**src/rtl/rnlu_pkg.sv**
```systemverilog
// Shared types and constants for the range normalize / linear upsampler.
// No dependencies.
package rnlu_pkg;

    localparam int RANGE_W    = 16;
    localparam int FACTOR_W   = 6;
    localparam int CFG_IDX_W  = 2;
    localparam int DIV_STEPS  = RANGE_W;
    localparam int DIV_CNT_W  = $clog2(DIV_STEPS);

    localparam logic [FACTOR_W:0]  MAX_FACTOR        = 7'd63;
    localparam logic [RANGE_W-1:0] REPLACE_OFFSET_MM = 16'd100;

    localparam logic [RANGE_W-1:0]  RANGE_MIN_RESET = 16'd20;
    localparam logic [RANGE_W-1:0]  RANGE_MAX_RESET = 16'd5600;
    localparam logic [FACTOR_W-1:0] FACTOR_RESET    = 6'd20;

    localparam logic [CFG_IDX_W-1:0] CFG_RANGE_MIN = 2'd0;
    localparam logic [CFG_IDX_W-1:0] CFG_RANGE_MAX = 2'd1;
    localparam logic [CFG_IDX_W-1:0] CFG_FACTOR    = 2'd2;

    typedef enum logic [2:0] {
        ST_IDLE,
        ST_COMMIT,
        ST_DIV_INIT,
        ST_DIV,
        ST_EMIT,
        ST_FINAL
    } state_t;

    typedef struct packed {
        logic load;
        logic div_init;
        logic div_step;
        logic emit_interp;
        logic emit_last;
        logic emit_final;
        logic commit;
    } cmd_t;

    typedef struct packed {
        logic                have_prev;
        logic                eos;
        logic                out_free;
        logic [FACTOR_W-1:0] factor;
    } status_t;

endpackage

```
**src/rtl/rnlu_ctrl.sv**
```systemverilog
// Controller state machine for the range upsampler.
// Depends on rnlu_pkg; drives commands to rnlu_datapath.
module rnlu_ctrl
    import rnlu_pkg::*;
(
    input  logic    clk,
    input  logic    rst_n,
    input  logic    in_valid,
    output logic    in_stall,
    input  status_t status,
    output cmd_t    cmd
);

    state_t               state_reg, state_next;
    logic [DIV_CNT_W-1:0] div_cnt_reg, div_cnt_next;
    logic [FACTOR_W-1:0]  j_reg, j_next;
    logic                 div_done;
    logic                 j_last;

    assign div_done = (div_cnt_reg == DIV_CNT_W'(DIV_STEPS - 1));
    assign j_last   = (j_reg == (status.factor - FACTOR_W'(1)));
    assign in_stall = (state_reg != ST_IDLE);

    always_comb
    begin
        state_next = state_reg;
        case (state_reg)
            ST_IDLE:
            begin
                if (in_valid)
                begin
                    state_next = ST_COMMIT;
                end
            end
            ST_COMMIT:
            begin
                if (status.have_prev)
                begin
                    state_next = ST_DIV_INIT;
                end
                else if (status.eos)
                begin
                    state_next = ST_FINAL;
                end
                else
                begin
                    state_next = ST_IDLE;
                end
            end
            ST_DIV_INIT:
            begin
                state_next = ST_DIV;
            end
            ST_DIV:
            begin
                if (div_done)
                begin
                    state_next = ST_EMIT;
                end
            end
            ST_EMIT:
            begin
                if (status.out_free && j_last)
                begin
                    state_next = status.eos ? ST_FINAL : ST_IDLE;
                end
            end
            ST_FINAL:
            begin
                if (status.out_free)
                begin
                    state_next = ST_IDLE;
                end
            end
            default:
            begin
                state_next = ST_IDLE;
            end
        endcase
    end

    always_comb
    begin
        cmd          = '0;
        div_cnt_next = div_cnt_reg;
        j_next       = j_reg;
        case (state_reg)
            ST_IDLE:
            begin
                cmd.load = in_valid;
            end
            ST_COMMIT:
            begin
                // first sample with no history and no end of scan: just store it
                cmd.commit = !status.have_prev && !status.eos;
            end
            ST_DIV_INIT:
            begin
                cmd.div_init = 1'b1;
                div_cnt_next = '0;
                j_next       = '0;
            end
            ST_DIV:
            begin
                cmd.div_step = 1'b1;
                div_cnt_next = div_cnt_reg + DIV_CNT_W'(1);
            end
            ST_EMIT:
            begin
                if (status.out_free)
                begin
                    cmd.emit_interp = 1'b1;
                    cmd.emit_last   = j_last && !status.eos;
                    cmd.commit      = j_last && !status.eos;
                    j_next          = j_reg + FACTOR_W'(1);
                end
            end
            ST_FINAL:
            begin
                if (status.out_free)
                begin
                    cmd.emit_final = 1'b1;
                    cmd.commit     = 1'b1;
                end
            end
            default:
            begin
                cmd = '0;
            end
        endcase
    end

    always_ff @(posedge clk or negedge rst_n)
    begin
        if (!rst_n)
        begin
            state_reg   <= ST_IDLE;
            div_cnt_reg <= '0;
            j_reg       <= '0;
        end
        else
        begin
            state_reg   <= state_next;
            div_cnt_reg <= div_cnt_next;
            j_reg       <= j_next;
        end
    end

endmodule

```
**src/rtl/rnlu_datapath.sv**
```systemverilog
// Datapath: config registers, normalizer, history, radix-2 divider,
// quotient/remainder accumulators and output register. Depends on rnlu_pkg.
module rnlu_datapath
    import rnlu_pkg::*;
(
    input  logic                 clk,
    input  logic                 rst_n,
    input  logic                 cfg_we,
    input  logic [CFG_IDX_W-1:0] cfg_index,
    input  logic [RANGE_W-1:0]   cfg_data,
    input  logic [RANGE_W-1:0]   range_mm,
    input  logic                 invalid,
    input  logic                 end_of_scan,
    output logic                 out_valid,
    input  logic                 out_stall,
    output logic [RANGE_W-1:0]   sample_mm,
    output logic                 last_of_run,
    output logic                 scan_done,
    input  cmd_t                 cmd,
    output status_t              status
);

    logic [RANGE_W-1:0]  range_min_reg, range_max_reg;
    logic [FACTOR_W-1:0] factor_cfg_reg;
    logic [FACTOR_W-1:0] factor_eff;

    logic [RANGE_W-1:0]  cur_reg, prev_reg;
    logic                eos_reg, have_prev_reg;
    logic                neg_reg;
    logic [RANGE_W-1:0]  dvd_reg;
    logic [FACTOR_W-1:0] rem_reg;
    logic [RANGE_W-1:0]  q_reg;
    logic [FACTOR_W-1:0] racc_reg;

    logic                out_valid_reg;
    logic [RANGE_W-1:0]  sample_reg;
    logic                last_reg, done_reg;

    logic [RANGE_W-1:0]  repl;
    logic [RANGE_W-1:0]  norm;
    logic [RANGE_W-1:0]  abs_diff;
    logic [FACTOR_W:0]   rem_shift;
    logic                qbit;
    logic [FACTOR_W:0]   racc_sum;
    logic                racc_wrap;
    logic [RANGE_W-1:0]  interp;
    logic                out_free;

    always_comb
    begin
        factor_eff = factor_cfg_reg;
        if (factor_cfg_reg == '0)
        begin
            factor_eff = FACTOR_W'(1);
        end
        else if ({1'b0, factor_cfg_reg} > MAX_FACTOR)
        begin
            factor_eff = MAX_FACTOR[FACTOR_W-1:0];
        end
    end

    assign repl = (range_max_reg >= REPLACE_OFFSET_MM) ? (range_max_reg - REPLACE_OFFSET_MM) : '0;
    assign norm = (invalid || (range_mm > range_max_reg) || (range_mm < range_min_reg))
                  ? repl : range_mm;

    assign abs_diff = (cur_reg >= prev_reg) ? (cur_reg - prev_reg) : (prev_reg - cur_reg);

    assign rem_shift = {rem_reg, dvd_reg[RANGE_W-1]};
    assign qbit      = (rem_shift >= {1'b0, factor_eff});

    assign racc_sum  = {1'b0, racc_reg} + {1'b0, rem_reg};
    assign racc_wrap = (racc_sum >= {1'b0, factor_eff});

    assign interp   = neg_reg ? (prev_reg - q_reg) : (prev_reg + q_reg);
    assign out_free = !out_valid_reg || !out_stall;

    assign status.have_prev = have_prev_reg;
    assign status.eos       = eos_reg;
    assign status.out_free  = out_free;
    assign status.factor    = factor_eff;

    assign out_valid   = out_valid_reg;
    assign sample_mm   = sample_reg;
    assign last_of_run = last_reg;
    assign scan_done   = done_reg;

    always_ff @(posedge clk or negedge rst_n)
    begin
        if (!rst_n)
        begin
            range_min_reg  <= RANGE_MIN_RESET;
            range_max_reg  <= RANGE_MAX_RESET;
            factor_cfg_reg <= FACTOR_RESET;
            prev_reg       <= '0;
            have_prev_reg  <= 1'b0;
            out_valid_reg  <= 1'b0;
        end
        else
        begin
            if (cfg_we)
            begin
                case (cfg_index)
                    CFG_RANGE_MIN: range_min_reg  <= cfg_data;
                    CFG_RANGE_MAX: range_max_reg  <= cfg_data;
                    CFG_FACTOR:    factor_cfg_reg <= cfg_data[FACTOR_W-1:0];
                    default:       ;
                endcase
            end
            if (cmd.commit)
            begin
                prev_reg      <= eos_reg ? '0 : cur_reg;
                have_prev_reg <= !eos_reg;
            end
            if (cmd.emit_interp || cmd.emit_final)
            begin
                out_valid_reg <= 1'b1;
            end
            else if (out_free)
            begin
                out_valid_reg <= 1'b0;
            end
        end
    end

    always_ff @(posedge clk)
    begin
        if (cmd.load)
        begin
            cur_reg <= norm;
            eos_reg <= end_of_scan;
        end
        if (cmd.div_init)
        begin
            neg_reg  <= (cur_reg < prev_reg);
            dvd_reg  <= abs_diff;
            rem_reg  <= '0;
            q_reg    <= '0;
            racc_reg <= '0;
        end
        if (cmd.div_step)
        begin
            rem_reg <= qbit ? FACTOR_W'(rem_shift - {1'b0, factor_eff}) : rem_shift[FACTOR_W-1:0];
            dvd_reg <= {dvd_reg[RANGE_W-2:0], qbit};
        end
        if (cmd.emit_interp)
        begin
            sample_reg <= interp;
            last_reg   <= cmd.emit_last;
            done_reg   <= 1'b0;
            q_reg      <= q_reg + dvd_reg + RANGE_W'(racc_wrap);
            racc_reg   <= racc_wrap ? FACTOR_W'(racc_sum - {1'b0, factor_eff})
                                    : racc_sum[FACTOR_W-1:0];
        end
        if (cmd.emit_final)
        begin
            sample_reg <= cur_reg;
            last_reg   <= 1'b1;
            done_reg   <= 1'b1;
        end
    end

endmodule

```
**src/rtl/range_normalize_linear_upsampler_core.sv**
```systemverilog
// Range normalize and linear upsampler, top level.
// A sample with history runs a 16-step divider on the segment delta before the
// first of F results (F = effective factor), then emits one result per cycle
// while out_stall permits; at end of scan a final result follows. A first
// sample of a scan only stores its value unless it ends the scan. in_stall
// holds off the next sample until the current one is done. Reset: history
// cleared, registers at defaults (min 20, max 5600, factor 20). Depends on rnlu_pkg.
module range_normalize_linear_upsampler_core
    import rnlu_pkg::*;
(
    input  logic                 clk,
    input  logic                 rst_n,
    input  logic                 cfg_we,
    input  logic [CFG_IDX_W-1:0] cfg_index,
    input  logic [RANGE_W-1:0]   cfg_data,
    input  logic                 in_valid,
    output logic                 in_stall,
    input  logic [RANGE_W-1:0]   range_mm,
    input  logic                 invalid,
    input  logic                 end_of_scan,
    output logic                 out_valid,
    input  logic                 out_stall,
    output logic [RANGE_W-1:0]   sample_mm,
    output logic                 last_of_run,
    output logic                 scan_done
);

    cmd_t    cmd;
    status_t status;

    rnlu_ctrl u_ctrl (
        .clk      (clk),
        .rst_n    (rst_n),
        .in_valid (in_valid),
        .in_stall (in_stall),
        .status   (status),
        .cmd      (cmd)
    );

    rnlu_datapath u_datapath (
        .clk         (clk),
        .rst_n       (rst_n),
        .cfg_we      (cfg_we),
        .cfg_index   (cfg_index),
        .cfg_data    (cfg_data),
        .range_mm    (range_mm),
        .invalid     (invalid),
        .end_of_scan (end_of_scan),
        .out_valid   (out_valid),
        .out_stall   (out_stall),
        .sample_mm   (sample_mm),
        .last_of_run (last_of_run),
        .scan_done   (scan_done),
        .cmd         (cmd),
        .status      (status)
    );

endmodule
```
**config.mk**
```make
export PLATFORM = sky130hd
export DESIGN_NAME = range_normalize_linear_upsampler_core
export DESIGN_NICKNAME = d
export VERILOG_FILES = /design/src/rtl/rnlu_pkg.sv /design/src/rtl/rnlu_ctrl.sv /design/src/rtl/rnlu_datapath.sv /design/src/rtl/range_normalize_linear_upsampler_core.sv
export SDC_FILE = /design/constraint.sdc
export NUM_CORES = 1
export LEC_CHECK = 0
export BUFFER_PORTS_ARGS = -buffer_cell sky130_fd_sc_hd__buf_2
export CAP_MARGIN = 5
export CORE_ASPECT_RATIO = 0.6
export CORE_MARGIN = 2
export CORE_UTILIZATION = 45
export CTS_CLUSTER_SIZE = 20
export DETAILED_ROUTE_END_ITERATION = 12
export PLACE_DENSITY_LB_ADDON = 0.15
export REMOVE_ABC_BUFFERS = 1
export SLEW_MARGIN = 0
export SYNTH_ARGS = -nofsm -noshare
export SYNTH_HDL_FRONTEND = slang
export SYNTH_SLANG_ARGS = --single-unit
export TNS_END_PERCENT = 50
```
**constraint.sdc**
```tcl
create_clock -name clk -period 6.2 [get_ports clk]
set_input_delay 0.93 -clock clk [delete_from_list [all_inputs] [get_ports clk]]
set_output_delay 0.93 -clock clk [all_outputs]
set_load 0.02 [all_outputs]
```
# ---- Word level (Yosys, flattened, before mapping)
# Cells that the tools add are included.
dict set report word_totals {
  out_inout_bits 20
  ram_bits 0
  n_memories 0
  mem_bits_ro 0
  ff_bits 149
  latchBits 0
}
dict set report classes {
  n_addsub 13
  div 0
  bitwise 0
  mux 38
  mul 0
  shifts 0
  reduce_logical 26
  order_cmp 7
  eq_ne 14
}
# operator n
set op_table {}
lappend op_table {{$mux 16} 11}
lappend op_table {{$sub 16x16->16} 3}
lappend op_table {{$mux 6} 7}
lappend op_table {{$add 16x16->16} 2}
lappend op_table {{$lt 16x16->1} 2}
lappend op_table {{$mux 3} 6}
lappend op_table {{$pmux 3 s6} 1}
lappend op_table {{$add 16x1->16} 1}
lappend op_table {{$ge 16x16->1} 1}
lappend op_table {{$ge 16x7->1 const B} 1}
lappend op_table {{$gt 16x16->1} 1}
lappend op_table {{$sub 16x7->16 const B} 1}
lappend op_table {{$ge 7x6->1} 2}
lappend op_table {{$pmux 6 s2} 1}
lappend op_table {{$reduce_bool 2->1} 6}
lappend op_table {{$sub 6x6->6} 2}
lappend op_table {{$ne 2x1->1 const B} 4}
lappend op_table {{$pmux 4 s2} 1}
lappend op_table {{$reduce_and 2->1} 4}
lappend op_table {{$add 6x6->7} 1}
lappend op_table {{$mux 1} 7}
lappend op_table {{$add 6x1->6 const B} 1}
lappend op_table {{$eq 3x2->1 const B} 2}
lappend op_table {{$eq 3x3->1 const B} 2}
lappend op_table {{18 further kinds} 28}

# ---- Depth between registers and ports, before layout
dict set report depth {
  depth_word 9
  ltp_mapped 24
  ltp_nobuf 24
}

# ---- Cells and area by module
# A second synthesis with hierarchy kept.
dict set report unflattened {
  cells_unflattened 1178
  area_unflattened_um2 11244.5
}
# mod n_inst area_each_um2 cells_per_inst
set modules_own_cells {}
lappend modules_own_cells {rnlu_datapath 1 10241.1 1059}
lappend modules_own_cells {rnlu_ctrl 1 1003.5 119}

# ---- Worst setup path before layout
# OpenSTA, ideal clock, no wires.
dict set report synth_timing {
  path_kind {reg2reg}
  startpoint {register u_datapath.rem_reg[0]}
  endpoint {register u_datapath.q_reg[14], data pin}
  n_path_buf 0
  period_less_slack_ps 5526
  setup_time_ps 255
  t_arrival_ps 5271
  path_slack_ps 674
  path_stages_with_launch 25
  cell_sequence {edfxtp_1 > ha_1 > inv_1 > fa_1 > inv_1 > ha_1 > nor2b_1 > o21ai_0 > a21boi_0 > o21ai_0 > nand2b_1 > a31o_2 > a21oi_1 > inv_1 > fa_1 > fa_1 > a21o_1 > a21oi_1 > o21bai_1 > a31oi_1 > o21ai_0 > o41ai_1 > o21ai_0 > xor2_1 > and2_1}
}
dict set report synth_via {
  elab_chain_len 4
}
# item line_no
set synth_rtl {}
lappend synth_rtl {{start: declaration} rnlu_datapath.sv:31} ;# logic [FACTOR_W-1:0] rem_reg;
lappend synth_rtl {{start signal: assignment} rnlu_datapath.sv:142} ;# rem_reg <= qbit ? FACTOR_W'(rem_shift - {1'b0, factor_eff}) : rem_shift[FACTOR_W-1:0];
lappend synth_rtl {{$add 6x6->7} rnlu_datapath.sv:71} ;# assign racc_sum = {1'b0, racc_reg} + {1'b0, rem_reg};
lappend synth_rtl {{$ge 7x6->1} rnlu_datapath.sv:72} ;# assign racc_wrap = (racc_sum >= {1'b0, factor_eff});
lappend synth_rtl {{$add 16x1->16} rnlu_datapath.sv:150} ;# q_reg <= q_reg + dvd_reg + RANGE_W'(racc_wrap);
lappend synth_rtl {{$mux 16} rnlu_datapath.sv:145} ;# if (cmd.emit_interp)
lappend synth_rtl {{end signal: assignment} rnlu_datapath.sv:150}
lappend synth_rtl {{end: declaration} rnlu_datapath.sv:32} ;# logic [RANGE_W-1:0] q_reg;
# No other way between the ends.
# A chain may end at the register's enable or synchronous reset.

# ---- Final worst setup path
# Same ends and word-level chain as after synthesis.

==> metrics <==
status completed; post-CTS setup buffer count 0; sequential area share after synthesis about 38%; syn_area_per_cell 9.60 sq um; Skew-Pair Late Insertion Delay between 0.4 and 0.5 ns; max cap viols 0; Reg clk slew, reported paths ~0.07 ns; Worst setup SP type flip-flop; GRT overflow 0; Clock Sinks between 100 and 150; Max VDD drop ~220 uV; io pins approximately 60; mapped cell area 0.0109 sq mm; Post-DRT Antenna Nets 0; critical path fanouts, max 3; RSZ-0062 raised after global routing false; cell taking the most area after synthesis edfxtp_1; Pleak 5.37 nW; Sw Share between 40% and 50%; DRC Markers 0; drt first-iter violations 576; Finish-stage setup viols 0; maximum clock frequency 170 MHz; H-tree levels 4; layout cell share with drive strength beyond 1 15.0%; Starting Density 45.5%; Wirelength per Cell approximately 18 um; Setup WS post-layout about 0.31 ns; Clock Path Buffers 2; total CTS buffers 17; Yosys reg bits 149; Final Skew 0.0118 ns; Reg power frac approximately 28%; ys flop type edfxtp_1; Worst Hold Launch u_datapath.scan_done$_SDFFE_PP1P_; max_slew headroom 28.0%; Netlist cell types 70; # rows 44; asr flop ratio synth about 46%; GRT Overall Usage 22.1%; core box area around 0.024 sq mm; Final period util a little over nine tenths; Post-Syn Instances 1138; Setup crit end kind flip-flop; vias in the first global route around 8000; CP required around 6.4 ns; kind of critical path flip-flop to flip-flop; die height between 100 and 150 um; largest cells by area after synthesis edfxtp_1, dfrtp_1, ha_1; CTS tree done; vias about 8300; Placer Congestion about 0.86; Die X 205 um; CP arrival 6.09 ns; post-route minimum period 5.89 ns; post-place setup slack approximately 0.38 ns; CTS root buf clkbuf_16; Ys Warns 0; die area around 0.026 sq mm; area added between synthesis and finish 10.8%; Sw Pwr roughly 3.0 mW; Net count, final 1361; Pwr Density between 500 and 600 mW/mm^2; Yosys top cell area share between 20% and 30%; Detailed Place HPWL approximately 21 mm; top cells by count, synth ha_1, nor2_1, inv_1; post-CTS resize count 0; DR vias/cell roughly 5.4; largest net degree at the start of global routing 70; drt first pass iters 5; Port Buffers 60; combinational fraction of design power a little under three fifths; crit path from u_datapath.rem_reg[0]$_SDFFCE_PN0P_; Routed WL roughly 27 mm; Clk pwr share between 10% and 20%; first-pass GRT wire length ~43 mm; Slew @ Worst Pin between 1 and 1.5 ns; hold buffer count at cts 0; Final Hold Vio Count 0; Int Pwr between 3 and 4 mW; worst hold path class flip-flop to flip-flop; ANT cells 0; start of the worst register-to-register path u_datapath.rem_reg[0]$_SDFFCE_PN0P_; Setup TNS Final 0 ns; max-slew violations 0; count leader, synth ha_1; initial antenna violation count 0; EDFF count, synth 78
==> power by group through the flow <==
stage	Combinational [mW]	Clock [mW]	Sequential, mW
3_3_place_gp	3.72	0	1.91
3_5_place_dp	3.76	0	1.91
5_1_grt	4.26	1.05	1.94
4_1_cts	3.79	1.00	1.89
6_report	3.82	0.983	1.90
2_1_floorplan	2.74	0	1.88
==> cells by family (layout without fill, tap and decap cells) <==
| family | count (synthesis) | in the layout | share of synthesized area (%) |
|---|---|---|---|
| xor+xnor | 77 | 77 | 6.17 |
| fa+ha+maj | 123 | 123 | 14.6 |
| mux | 63 | 63 | 6.26 |
| compound gates | 285 | 285 | 16.8 |
| flops | 149 | 149 | 37.7 |
| buf+inv | 138 | 210 | 5.13 |
| simple gates | 303 | 303 | 13.3 |
==> stage by stage <==
stage	hold WS, ns	cell area, sq um	cells	total power [mW]	util [%]
floorplan	0.439	10800	1107	4.62	-
global placement	0.435	11600	1500	5.63	48.2
detailed placement	0.441	11600	1500	5.67	48.2
CTS	0.451	12100	1532	6.68	50.5
global route	0.502	12100	1532	7.25	50.5
finish	0.452	12100	1532	6.70	50.5
==> placed cells by master, fill, tap and decap left out, types with 9 or more instances in the layout <==
cell and count:
a21o_1 26, a21oi_1 85, a22o_2 9, a31oi_1 15
and2_1 9, buf_2 60, buf_4 11, clkbuf_16 17
dfrtp_1 59, dfstp_2 10, edfxtp_1 78, ha_1 115
inv_1 107, mux2_2 43, mux2i_1 20, nand2_1 69
nand2b_1 16, nand3_1 16, nor2_1 109, nor2b_1 15
nor3_1 18, o21ai_0 73, o21bai_1 11, or3_1 11
xnor2_1 51, xor2_1 26
==> final cells by class <==
cell class	count	area, sq um
Fill cell	2289	11900
Multi-Input combinational cell	851	6250
Sequential cell	149	4120
Clock buffer	17	425
Tap cell	322	403
Inverter	107	402
Timing Repair Buffer	71	383
Clock inverter	15	121
==> worst paths after layout <==
path / to / slack, ns / cells after the start
max in group asynchronous: u_datapath.prev_reg[9]$_DFFE_PN0P_ / 4.90 / 2
min: u_datapath.scan_done$_SDFFE_PP1P_ / 0.45 / 2
max reg2reg: u_datapath.q_reg[14]$_SDFFCE_PN0P_ / 0.31 / 24
max: u_datapath.q_reg[14]$_SDFFCE_PN0P_ / 0.31 / 24
min in group asynchronous: u_datapath.factor_cfg_reg[1]$_DFFE_PN0P_ / 0.70 / 2
min reg2reg: u_datapath.scan_done$_SDFFE_PP1P_ / 0.45 / 2
==> routing by layer <==
| layer | GRT usage, % | vias up | part of all wire (%) |
|---|---|---|---|
| met5 | 0 | - | 0 |
| met4 | 3.98 | 0 | 0.68 |
| met2 | 27.9 | 226 | 38 |
| li1 | - | 4173 | - |
| met3 | 5.94 | 12 | 7.1 |
| met1 | 36.4 | 3920 | 55 |
==> critical path: stages (launching register included) <==
cell and delay [ns]:
edfxtp_1 0.42, ha_1 0.22, inv_1 0.07, fa_1 0.40, inv_1 0.13, ha_1 0.29, nor2b_1 0.15, o21ai_0 0.23
a21boi_0 0.15, o21ai_0 0.20, nand2b_1 0.11, a31o_2 0.23, a21oi_1 0.27, inv_1 0.10, fa_1 0.42, fa_1 0.42
a21o_1 0.19, a21oi_1 0.21, o21bai_1 0.12, a31oi_1 0.25, o21ai_0 0.17, o41ai_1 0.41, o21ai_0 0.19, xor2_1 0.16
and2_1 0.16
Power figures use the tool's default switching activity.
